### config.mk
export PLATFORM = sky130hd
export DESIGN_NAME = sgm_path_cost_aggregation
export DESIGN_NICKNAME = d
export VERILOG_FILES = /design/src/design/spca_pkg.sv /design/src/design/spca_cfg_regs.sv /design/src/design/spca_cost_ram.sv /design/src/design/spca_path_unit.sv /design/src/design/sgm_path_cost_aggregation.sv
export SDC_FILE = /design/constraint.sdc
export NUM_CORES = 2
export LEC_CHECK = 0
export BUFFER_PORTS_ARGS = -buffer_cell sky130_fd_sc_hd__buf_2
export CORE_ASPECT_RATIO = 0.75
export CORE_MARGIN = 2
export CORE_UTILIZATION = 26
export CTS_BUF_LIST = sky130_fd_sc_hd__clkbuf_16
export CTS_CLUSTER_DIAMETER = 80
export CTS_CLUSTER_SIZE = 16
export DETAILED_ROUTE_END_ITERATION = 8
export PLACE_DENSITY_LB_ADDON = 0.3
export SYNTH_ARGS = -nofsm -noshare
export SYNTH_HDL_FRONTEND = slang
export SYNTH_SLANG_ARGS = --single-unit
### constraint.sdc
create_clock -name i_clk -period 22 [get_ports i_clk]
set_input_delay 1.1 -clock i_clk [delete_from_list [all_inputs] [get_ports i_clk]]
set_output_delay 1.1 -clock i_clk [all_outputs]
set_load 0.02 [all_outputs]
### src/design/spca_pkg.sv
// ----------------------------------------------------------------------------
// spca_pkg
// shared types, constants and register indexes for the sgm path cost
// aggregation block
// ----------------------------------------------------------------------------
`default_nettype none

package spca_pkg;

    localparam int DISPARITY_DEPTH_DEF = 128;

    localparam int COST_W  = 13;
    localparam int PIXEL_W = 12;
    localparam int DISP_W  = 7;
    localparam int SUM_W   = 18;
    localparam int PS_W    = 8;
    localparam int PL_W    = 10;

    localparam int CFG_IDX_W  = 2;
    localparam int CFG_DATA_W = 10;

    localparam logic [COST_W-1:0] COST_MAX = '1;
    localparam logic [SUM_W-1:0]  SUM_MAX  = '1;

    localparam logic [PS_W-1:0]   PENALTY_SMALL_RST = 8'd8;
    localparam logic [PL_W-1:0]   PENALTY_LARGE_RST = 10'd64;
    localparam logic [DISP_W-1:0] MAX_DISP_RST      = 7'd63;

    typedef enum logic [CFG_IDX_W-1:0] {
        CFG_PENALTY_SMALL = 2'd0,
        CFG_PENALTY_LARGE = 2'd1,
        CFG_MAX_DISPARITY = 2'd2
    } t_cfg_index;

    typedef struct packed {
        logic [PS_W-1:0]   penalty_small;
        logic [PL_W-1:0]   penalty_large;
        logic [DISP_W-1:0] max_disparity;
    } t_cfg;

    typedef struct packed {
        logic [PIXEL_W-1:0] pixel_cost;
        logic [DISP_W-1:0]  disparity;
        logic               path_start;
        logic [SUM_W-1:0]   partial_sum;
    } t_in_item;

    typedef struct packed {
        logic [COST_W-1:0] path_cost;
        logic [SUM_W-1:0]  new_sum;
        logic              pixel_done;
    } t_out_item;

    // path state seen by the cost unit for one transaction
    typedef struct packed {
        logic [COST_W-1:0] old_here;
        logic [COST_W-1:0] old_up;
        logic [COST_W-1:0] held_lower;
        logic [COST_W-1:0] prev_min;
    } t_path_state;

endpackage

`default_nettype wire

### src/design/spca_cfg_regs.sv
// ----------------------------------------------------------------------------
// spca_cfg_regs
// configuration register file, always ready, unknown indexes are dropped
// ----------------------------------------------------------------------------
`default_nettype none

module spca_cfg_regs (
    input  wire                              i_clk,
    input  wire                              i_rst_n,
    input  wire                              i_cfg_valid,
    output logic                             o_cfg_ready,
    input  wire [spca_pkg::CFG_IDX_W-1:0]    i_cfg_index,
    input  wire [spca_pkg::CFG_DATA_W-1:0]   i_cfg_data,
    output spca_pkg::t_cfg                   o_cfg
);
    import spca_pkg::*;

    t_cfg r_cfg;
    t_cfg n_cfg;

    assign o_cfg_ready = 1'b1;
    assign o_cfg       = r_cfg;

    always_comb begin
        n_cfg = r_cfg;
        if (i_cfg_valid) begin
            unique case (i_cfg_index)
                CFG_PENALTY_SMALL: n_cfg.penalty_small = i_cfg_data[PS_W-1:0];
                CFG_PENALTY_LARGE: n_cfg.penalty_large = i_cfg_data[PL_W-1:0];
                CFG_MAX_DISPARITY: n_cfg.max_disparity = i_cfg_data[DISP_W-1:0];
                default:           n_cfg = r_cfg;
            endcase
        end
    end

    always_ff @(posedge i_clk) begin
        if (!i_rst_n) begin
            r_cfg.penalty_small <= PENALTY_SMALL_RST;
            r_cfg.penalty_large <= PENALTY_LARGE_RST;
            r_cfg.max_disparity <= MAX_DISP_RST;
        end else begin
            r_cfg <= n_cfg;
        end
    end

endmodule

`default_nettype wire

### src/design/spca_cost_ram.sv
// ----------------------------------------------------------------------------
// spca_cost_ram
// previous path cost store, two registered read ports and one write port
// ----------------------------------------------------------------------------
`default_nettype none

module spca_cost_ram #(
    parameter int DEPTH = spca_pkg::DISPARITY_DEPTH_DEF,
    parameter int AW    = $clog2(DEPTH)
) (
    input  wire                          i_clk,
    input  wire                          i_rd_en,
    input  wire [AW-1:0]                 i_rd_addr_a,
    input  wire [AW-1:0]                 i_rd_addr_b,
    output logic [spca_pkg::COST_W-1:0]  o_rd_data_a,
    output logic [spca_pkg::COST_W-1:0]  o_rd_data_b,
    input  wire                          i_wr_en,
    input  wire [AW-1:0]                 i_wr_addr,
    input  wire [spca_pkg::COST_W-1:0]   i_wr_data
);
    import spca_pkg::*;

    logic [COST_W-1:0] r_mem [DEPTH];
    logic [COST_W-1:0] r_rd_a;
    logic [COST_W-1:0] r_rd_b;

    // read returns the contents before a write at the same edge
    always_ff @(posedge i_clk) begin
        if (i_wr_en) begin
            r_mem[i_wr_addr] <= i_wr_data;
        end
        if (i_rd_en) begin
            r_rd_a <= r_mem[i_rd_addr_a];
            r_rd_b <= r_mem[i_rd_addr_b];
        end
    end

    assign o_rd_data_a = r_rd_a;
    assign o_rd_data_b = r_rd_b;

endmodule

`default_nettype wire

### src/design/spca_path_unit.sv
// ----------------------------------------------------------------------------
// spca_path_unit
// per disparity path cost: four way minimum, penalty add, saturating sum
// ----------------------------------------------------------------------------
`default_nettype none

module spca_path_unit (
    input  wire spca_pkg::t_cfg        i_cfg,
    input  wire spca_pkg::t_in_item    i_item,
    input  wire spca_pkg::t_path_state i_state,
    output spca_pkg::t_out_item        o_result
);
    import spca_pkg::*;

    logic [COST_W:0]      cand_low;
    logic [COST_W:0]      cand_up;
    logic [COST_W:0]      cand_jump;
    logic [COST_W:0]      best;
    logic signed [15:0]   raw;
    logic [COST_W-1:0]    cost;
    logic [SUM_W:0]       sum_raw;
    logic                 done;

    always_comb begin
        cand_low  = (COST_W+1)'(i_state.held_lower) + (COST_W+1)'(i_cfg.penalty_small);
        cand_up   = (COST_W+1)'(i_state.old_up) + (COST_W+1)'(i_cfg.penalty_small);
        cand_jump = (COST_W+1)'(i_state.prev_min) + (COST_W+1)'(i_cfg.penalty_large);
        done      = (i_item.disparity == i_cfg.max_disparity);

        best = (COST_W+1)'(i_state.old_here);
        if ((i_item.disparity != '0) && (cand_low < best)) begin
            best = cand_low;
        end
        if ((i_item.disparity < i_cfg.max_disparity) && (cand_up < best)) begin
            best = cand_up;
        end
        if (cand_jump < best) begin
            best = cand_jump;
        end

        raw = $signed(16'(i_item.pixel_cost)) + $signed(16'(best))
            - $signed(16'(i_state.prev_min));

        if (i_item.path_start) begin
            cost = COST_W'(i_item.pixel_cost);
        end else if (raw < 16'sd0) begin
            cost = '0;
        end else if (raw > $signed(16'(COST_MAX))) begin
            cost = COST_MAX;
        end else begin
            cost = raw[COST_W-1:0];
        end

        sum_raw = (SUM_W+1)'(i_item.partial_sum) + (SUM_W+1)'(cost);

        o_result.path_cost  = cost;
        o_result.pixel_done = done;
        if (i_item.path_start) begin
            o_result.new_sum = i_item.partial_sum;
        end else if (sum_raw[SUM_W]) begin
            o_result.new_sum = SUM_MAX;
        end else begin
            o_result.new_sum = sum_raw[SUM_W-1:0];
        end
    end

endmodule

`default_nettype wire

### src/design/sgm_path_cost_aggregation.sv
// ----------------------------------------------------------------------------
// sgm_path_cost_aggregation
// semi-global matching cost aggregation along one path
// ----------------------------------------------------------------------------
// Takes one disparity per cycle while the output is ready, sustaining one
// transaction per clock, and returns one result per transaction through the
// compute stage and output registers. The previous pixel's path costs sit in a
// memory with two registered read ports (disparity d and d+1, read at
// acceptance) and one write port (disparity d, written when the item leaves the
// compute stage). The write of the item in the compute stage is forwarded to a
// read issued at the same edge, so consecutive disparities never stall. The
// store has no reset pass; entries read before they were written are undefined.
// Write the configuration only while no transaction is in flight.
`default_nettype none

module sgm_path_cost_aggregation #(
    parameter int DISPARITY_DEPTH = spca_pkg::DISPARITY_DEPTH_DEF
) (
    input  wire                              i_clk,
    input  wire                              i_rst_n,
    input  wire                              i_in_valid,
    output logic                             o_in_ready,
    input  wire spca_pkg::t_in_item          i_in_data,
    output logic                             o_out_valid,
    input  wire                              i_out_ready,
    output spca_pkg::t_out_item              o_out_data,
    input  wire                              i_cfg_valid,
    output logic                             o_cfg_ready,
    input  wire [spca_pkg::CFG_IDX_W-1:0]    i_cfg_index,
    input  wire [spca_pkg::CFG_DATA_W-1:0]   i_cfg_data
);
    import spca_pkg::*;

    localparam int AW = $clog2(DISPARITY_DEPTH);

    t_cfg        cfg;
    t_path_state path_state;
    t_out_item   s1_result;

    logic                r_s1_valid;
    t_in_item            r_s1_item;
    logic                r_here_ok;
    logic                r_up_ok;
    logic                r_fwd_here;
    logic                r_fwd_up;
    logic [COST_W-1:0]   r_fwd_val;
    logic [COST_W-1:0]   r_prev_min;
    logic [COST_W-1:0]   r_cur_min;
    logic [COST_W-1:0]   r_held_lower;
    logic                r_out_valid;
    t_out_item           r_out_item;

    logic [COST_W-1:0]   n_cur_min;
    logic [COST_W-1:0]   run_min;

    logic                accept;
    logic                s1_go;
    logic                s1_wr_ok;
    logic [DISP_W:0]     in_disp_up;
    logic [31:0]         addr_here;
    logic [31:0]         addr_up;
    logic [31:0]         addr_wr;
    logic [COST_W-1:0]   rd_here;
    logic [COST_W-1:0]   rd_up;

    spca_cfg_regs u_cfg (
        .i_clk       (i_clk),
        .i_rst_n     (i_rst_n),
        .i_cfg_valid (i_cfg_valid),
        .o_cfg_ready (o_cfg_ready),
        .i_cfg_index (i_cfg_index),
        .i_cfg_data  (i_cfg_data),
        .o_cfg       (cfg)
    );

    assign s1_go      = r_s1_valid && (!r_out_valid || i_out_ready);
    assign o_in_ready = !r_s1_valid || s1_go;
    assign accept     = i_in_valid && o_in_ready;

    assign in_disp_up = (DISP_W+1)'(i_in_data.disparity) + (DISP_W+1)'(1);
    assign addr_here  = 32'(i_in_data.disparity);
    assign addr_up    = 32'(in_disp_up);
    assign addr_wr    = 32'(r_s1_item.disparity);
    assign s1_wr_ok   = addr_wr < 32'(DISPARITY_DEPTH);

    spca_cost_ram #(
        .DEPTH (DISPARITY_DEPTH),
        .AW    (AW)
    ) u_ram (
        .i_clk       (i_clk),
        .i_rd_en     (accept),
        .i_rd_addr_a (addr_here[AW-1:0]),
        .i_rd_addr_b (addr_up[AW-1:0]),
        .o_rd_data_a (rd_here),
        .o_rd_data_b (rd_up),
        .i_wr_en     (s1_go && s1_wr_ok),
        .i_wr_addr   (addr_wr[AW-1:0]),
        .i_wr_data   (s1_result.path_cost)
    );

    // out-of-range disparities read as zero, forwarded data beats the ram
    always_comb begin
        if (!r_here_ok) begin
            path_state.old_here = '0;
        end else if (r_fwd_here) begin
            path_state.old_here = r_fwd_val;
        end else begin
            path_state.old_here = rd_here;
        end
        if (!r_up_ok) begin
            path_state.old_up = '0;
        end else if (r_fwd_up) begin
            path_state.old_up = r_fwd_val;
        end else begin
            path_state.old_up = rd_up;
        end
        path_state.held_lower = r_held_lower;
        path_state.prev_min   = r_prev_min;
    end

    spca_path_unit u_path (
        .i_cfg    (cfg),
        .i_item   (r_s1_item),
        .i_state  (path_state),
        .o_result (s1_result)
    );

    always_comb begin
        run_min = (s1_result.path_cost < r_cur_min) ? s1_result.path_cost : r_cur_min;
        n_cur_min = s1_result.pixel_done ? COST_MAX : run_min;
    end

    always_ff @(posedge i_clk) begin
        if (!i_rst_n) begin
            r_s1_valid   <= 1'b0;
            r_out_valid  <= 1'b0;
            r_prev_min   <= '0;
            r_cur_min    <= COST_MAX;
            r_held_lower <= '0;
        end else begin
            if (o_in_ready) begin
                r_s1_valid <= i_in_valid;
            end
            if (s1_go) begin
                r_out_valid <= 1'b1;
            end else if (i_out_ready) begin
                r_out_valid <= 1'b0;
            end
            if (s1_go) begin
                r_held_lower <= path_state.old_here;
                r_cur_min    <= n_cur_min;
                if (s1_result.pixel_done) begin
                    r_prev_min <= run_min;
                end
            end
        end
    end

    // payload registers
    always_ff @(posedge i_clk) begin
        if (accept) begin
            r_s1_item  <= i_in_data;
            r_here_ok  <= addr_here < 32'(DISPARITY_DEPTH);
            r_up_ok    <= addr_up < 32'(DISPARITY_DEPTH);
            // the compute stage writes at this same edge, the ram read misses it
            r_fwd_here <= s1_go && s1_wr_ok
                          && (r_s1_item.disparity == i_in_data.disparity);
            r_fwd_up   <= s1_go && s1_wr_ok
                          && ((DISP_W+1)'(r_s1_item.disparity) == in_disp_up);
            r_fwd_val  <= s1_result.path_cost;
        end
        if (s1_go) begin
            r_out_item <= s1_result;
        end
    end

    assign o_out_valid = r_out_valid;
    assign o_out_data  = r_out_item;

endmodule

`default_nettype wire
### Word-level counts from Yosys, hierarchy flattened

Memory sizes are Yosys's and may differ from the RTL's. A register that Yosys moved wholly into a read port is not among the register bits.
Cells that the tools add are included.

| operators by class | value |
|---|---|
| equality and inequality tests | 5 |
| multiplexer cells | 18 |
| magnitude comparators | 10 |
| reduce and logical (&&, ||, !) cells | 18 |
| $add $sub $neg | 7 |

Operators by type and width:

| operator | number |
|---|---|
| $mux 13 | 9 |
| $mux 14 | 3 |
| $mux 18 | 2 |
| $add 13x8->14 | 2 |
| $lt 14x14->1 | 2 |
| $add 18x13->19 | 1 |
| $gt 16x14->1 const B | 1 |
| $lt 16x1->1 const B | 1 |
| $lt 7x8->1 const B | 2 |
| $sub 16x14->16 | 1 |
| $add 12x14->15 | 1 |
| $add 13x10->14 | 1 |
| $eq 7x7->1 | 2 |
| $lt 14x13->1 | 1 |
| $lt 13x13->1 | 1 |
| $add 7x1->8 const B | 1 |
| $eq 7x8->1 | 1 |
| $lt 8x8->1 const B | 1 |
| $reduce_and 2->1 | 4 |
| $logic_and 1x1->1 | 7 |
| $lt 7x7->1 | 1 |
| $reduce_bool 7->1 | 1 |
| $mux 1 | 4 |
| $eq 2x1->1 const B | 1 |
| other kinds (5) | 7 |

| word-level totals | value |
|---|---|
| logic and storage cells | 79 |
| register bits | 153 |
| bits of input ports | 55 |
| memories | 1 |
| bits in writable memories | 1664 |

Memories:

| memory | words | width | read ports | clocked after Yosys merged registers in | write ports | RTL line | RTL |
|---|---|---|---|---|---|---|---|
| u_ram.r_mem | 128 | 13 | 2 | 2 | 1 | spca_cost_ram.sv:23 | `logic [COST_W-1:0] r_mem [DEPTH];` |

### Logic depth before layout (Yosys ltp)

| logic depth | value |
|---|---|
| depth in word-level cells | 19 |
| gate-level depth with buffers | 76 |

### Modules after synthesis

A second synthesis with hierarchy kept.

| unflattened totals | value |
|---|---|
| cell total of the unflattened synthesis | 4528 |
| area, all modules | 89077.9 um2 |

Modules (own cells, without submodules):

| module | seq. area each (um2) | area an instance (um2) | times used | cells each |
|---|---|---|---|---|
| spca_cost_ram | 50748.7 | 77448.0 | 1 | 3237 |
| sgm_path_cost_aggregation | 3403.3 | 5355.1 | 1 | 421 |
| spca_path_unit | 0.0 | 5250.0 | 1 | 764 |
| spca_cfg_regs | 500.5 | 1024.7 | 1 | 106 |

### Worst setup path after synthesis

No wires, ideal clock.

| path | value |
|---|---|
| path kind | register to register |
| start point | register u_cfg.r_cfg, in the netlist u_cfg.o_cfg[20] |
| end point | register r_out_item, in the netlist o_out_data[18] (data pin) |
| arrival time | 18.880 ns |
| required time | 21.726 ns |
| buffers on the path | 3 |
| cell stages (with the launch flop) | 69 |
| slack | 2.846 ns |
| period minus slack after synthesis | 19.154 ns |
| library setup time | 0.274 ns |
| cells stage by stage | dfxtp_1 > ha_1 > a21o_1 > a21oi_1 > nand2_1 > a21o_1 > a21oi_1 > xnor2_1 > ha_1 > a21oi_1 > o21ai_0 > a211o_1 > a32o_1 > or2_2 > clkbuf_1 > nand2_1 > o21ai_0 > ha_1 > (+33 left out) > nor2_1 > o32ai_1 > o21ai_0 > ha_1 > a21o_1 > a21oi_1 > o21ai_0 > a21oi_1 > o21ai_0 > a21oi_1 > o21ai_0 > a21oi_1 > o21ai_0 > a21o_1 > a21oi_1 > nor2_1 > a31oi_1 > a41oi_1 |

RTL lines:

| item | RTL line | RTL |
|---|---|---|
| start, declared | spca_cfg_regs.sv:18 | `t_cfg r_cfg;` |
| start signal, assigned | spca_cfg_regs.sv:42 | `r_cfg <= n_cfg;` |
| end signal, assigned | sgm_path_cost_aggregation.sv:173 | `r_out_item <= s1_result;` |
| end, declared | sgm_path_cost_aggregation.sv:51 | `t_out_item r_out_item;` |

==> reports/results.txt <==
Status -> completed
CP delay by family, top -> compound AO/OA/AOI/OAI gates
Period utilization -> 0.7972
Routing usage on met2 -> 0.2307
Switching power total -> 3.747 mW
H-Tree Depth -> 4
Maximum vdd drop -> 240.8 uV
Effective utilization at floorplan -> 0.2616
Initial DRC Count -> 7088
Number of max-cap violations -> 0
Post-DR wirelength/cell -> 31.08 um
Most Crowded Layer GR -> met1
Area growth syn-to-layout -> 12.03%
Max-slew violation count -> 0
Ys async rst share -> 0
Post-DP HPWL -> 176.6 mm
Initial antenna violation count -> 46
Die area -> 346200 um^2
Skew-Pair Late Insertion Delay -> 840 ps
Critical Path Max Stage Delay -> 1030 ps
P_leak -> 30.75 nW
Worst Tran Pin Value -> 1281 ps
Critical path class -> flip-flop to flip-flop
# setup viols final -> 0
CP dominant cell by count -> o21ai_0
DRT antenna net count -> 0
Clock share of power -> 0.222
Main synth FF type -> edfxtp_1
Pin count of the biggest net entering global routing -> 133
R2R setup slack -> 4460 ps
Hold Slack -> 428.1 ps
Die Width -> 678.7 um
Power per cell area -> 109.7 nW/um^2
CP Buf/Inv Count -> 1
Detailed-router iteration count before antenna repair -> 8
Slowest cell on crit path -> a41oi_1
CP arrival -> 18050 ps
Max Root-Sink Buffers -> 4
WL final -> 283.3 mm
EDFF count, synth -> 1776
Final hold vios -> 0
Syn Inst Count -> 4474
Internal power -> 7.160 mW
Combinational share of power -> 0.295
Die Ht -> 510.0 um
Vias -> 49.66k
Final net count -> 4776
I/O Buffers -> 88
Minimum clock period -> 17540 ps
First-pass GRT wire length -> 392.4 mm
Ports -> 90
Vias in the first global route -> 48.31k
# clock sinks -> 1842
Routability cong. -> 0.8377
Flops & latches, synth -> 1842
Library cells used by synthesis -> 82
M3 GR Usage -> 0.04036
Cell taking the most area after synthesis -> edfxtp_1
Post-synth top area share -> 0.6008
CTS tree -> yes
CTS Buf Count -> 142
Cts hold-fix bufs -> 0
Setup TNS -> 0 ps
Vias per cell -> 5.449
Post-Syn Area -> 88770 um^2
Met1 GRT Util -> 0.2416
Layout cells sized above 1 -> 0.3697
Critical path fanouts, max -> 23
# resized after CTS -> 0
RSZ-0062 raised after global routing -> no
DRC viols -> 0
Reg power frac -> 0.483
Post-synthesis sequential area ratio -> 0.6156
Tightest Hold Check Type -> primary input to flip-flop
Core Area -> 339300 um^2
CP Capture Type -> flip-flop
Synth Warn # -> 0
Relative slew slack -> 0.1347
CP Launch Type -> flip-flop
Root Buffer -> clkbuf_16
Post-Syn Area per Cell -> 19.84 um^2
Final setup skew -> 38.15 ps
Post-CTS Setup Bufs -> 0
Gr usage total -> 0.1597
Fmax -> 57.02 MHz
Overflow after GRT -> 0
Synth area leaders -> edfxtp_1, mux4_2, ha_1
Switching share of power -> 0.3435
Worst path required time -> 22510 ps
Number of cell rows -> 185
Worst-path clk slew -> 80 ps
==> Yosys cell counts, types with 5 or more instances <==
cell type	count
ha_1	123
mux4_2	1092
nor2_1	212
a31oi_1	10
o21a_1	24
a221oi_2	9
o22ai_1	10
o211ai_2	11
a211oi_1	5
inv_1	75
and3_1	15
nor3_1	13
and4_1	6
or2_2	6
nor2b_1	57
a21o_1	26
nand2b_1	14
and2_1	9
a21boi_0	5
o211a_1	13
nand4_1	20
xor2_1	27
buf_1	92
fa_1	6
nand3_1	37
o21ai_0	66
edfxtp_1	1776
or3_1	9
clkbuf_1	206
dfxtp_1	66
mux2_2	32
nand2_1	119
nor4_1	7
o211ai_1	10
mux2i_1	50
xnor2_1	50
a21oi_1	93
==> kinds of logic after synthesis <==
| family | Yosys count | synth area share |
|---|---|---|
| other cells | 1 | 0.00004224 |
| xor+xnor | 77 | 0.007597 |
| simple gates | 537 | 0.02830 |
| mux | 1176 | 0.2870 |
| buf+inv | 381 | 0.01649 |
| compound gates | 329 | 0.02599 |
| fa+ha+maj | 131 | 0.01893 |
| flops | 1842 | 0.6156 |
==> layout by cell type (no fill, tap or decap), types with 8 or more instances in the layout <==
cell          n
edfxtp_1   1776
mux4_2     1092
buf_4       183
clkbuf_16   144
ha_1        122
nand2_1     118
nor2_1      117
nor2_2       95
a21oi_1      93
inv_1        89
buf_2        84
dfxtp_1      66
o21ai_0      65
nor2b_1      56
mux2i_1      50
xnor2_1      47
nand3_1      37
mux2_2       32
a21o_1       26
xor2_1       25
o21a_1       24
nand4_1      20
and3_1       15
nand2b_1     13
nor3_1       13
o211a_1      13
diode_2      11
o211ai_2     11
o211ai_1     10
a31oi_1      10
o22ai_1      10
or3_1         9
a221oi_4      9
and2_1        8
buf_12        8
==> area by class of cell <==
type / count / area (um^2)
clock inverters: 23 / 132.6
clock buffers: 144 / 3603
inverters: 75 / 281.5
well taps: 4488 / 5615
multi-input cells: 2252 / 33130
flip-flops and latches: 1842 / 54650
fillers: 32840 / 239900
diodes: 11 / 27.53
repair buffers: 279 / 2011
==> worst register-to-register path: cells and delay by family, from the launching register on <==
kind,cells,cell delay (ps)
simple gates,15,3030
buf+inv,1,250
xor+xnor,2,290
mux,1,200
compound gates,37,10400
flops,1,350
fa+ha+maj,8,2730
==> power by group through the flow <==
stage	combinational, mW	clock (mW)	sequential, mW
4_1_cts	3.24	2.49	5.26
3_3_place_gp	3.16	0	5.34
2_1_floorplan	1.67	0	5.51
3_5_place_dp	3.24	0	5.34
5_1_grt	3.48	2.60	5.27
6_report	3.22	2.42	5.26
==> registers in the layout, summed over array words and instances (netlist names), 7 cells and up <==
name,count
u_ram.r_mem,1664
o_out_data,32
r_s1_item,31
u_cfg.o_cfg,25
r_cur_min,13
r_fwd_val,13
r_held_lower,13
r_prev_min,13
u_ram.o_rd_data_a,13
u_ram.o_rd_data_b,13
addr_wr,7
==> per-stage QoR <==
stage               worst slack, ps  area [um^2]  instances  utilization  total power [mW]
CTS                            4732        99430       9103       0.2930             10.99
global placement               5173        95690       8936       0.2820             8.494
global route                   2883        99430       9104       0.2930             11.35
detailed placement             4793        95690       8936       0.2820             8.582
finish                         4461        99460       9114       0.2931             10.91
floorplan                      2846        88780       4475            -             7.181
==> worst paths after layout <==
check / start / end / depth (start not counted)
min reg2reg: u_cfg.o_cfg[6] / u_cfg.o_cfg[6] / 2
max: u_cfg.o_cfg[20] / o_out_data[5] / 64
max reg2reg: u_cfg.o_cfg[20] / o_out_data[5] / 64
min: i_in_data[9] / r_s1_item[9] / 1
==> metal layers <==
| layer | routed length (um) | vias to the layer above |
|---|---|---|
| li1 | - | 19340 |
| met1 | 127300 | 27520 |
| met2 | 121200 | 2466 |
| met3 | 28590 | 327 |
| met4 | 6086 | 10 |
| met5 | 60 | - |
(Power assumes the default switching activity.)
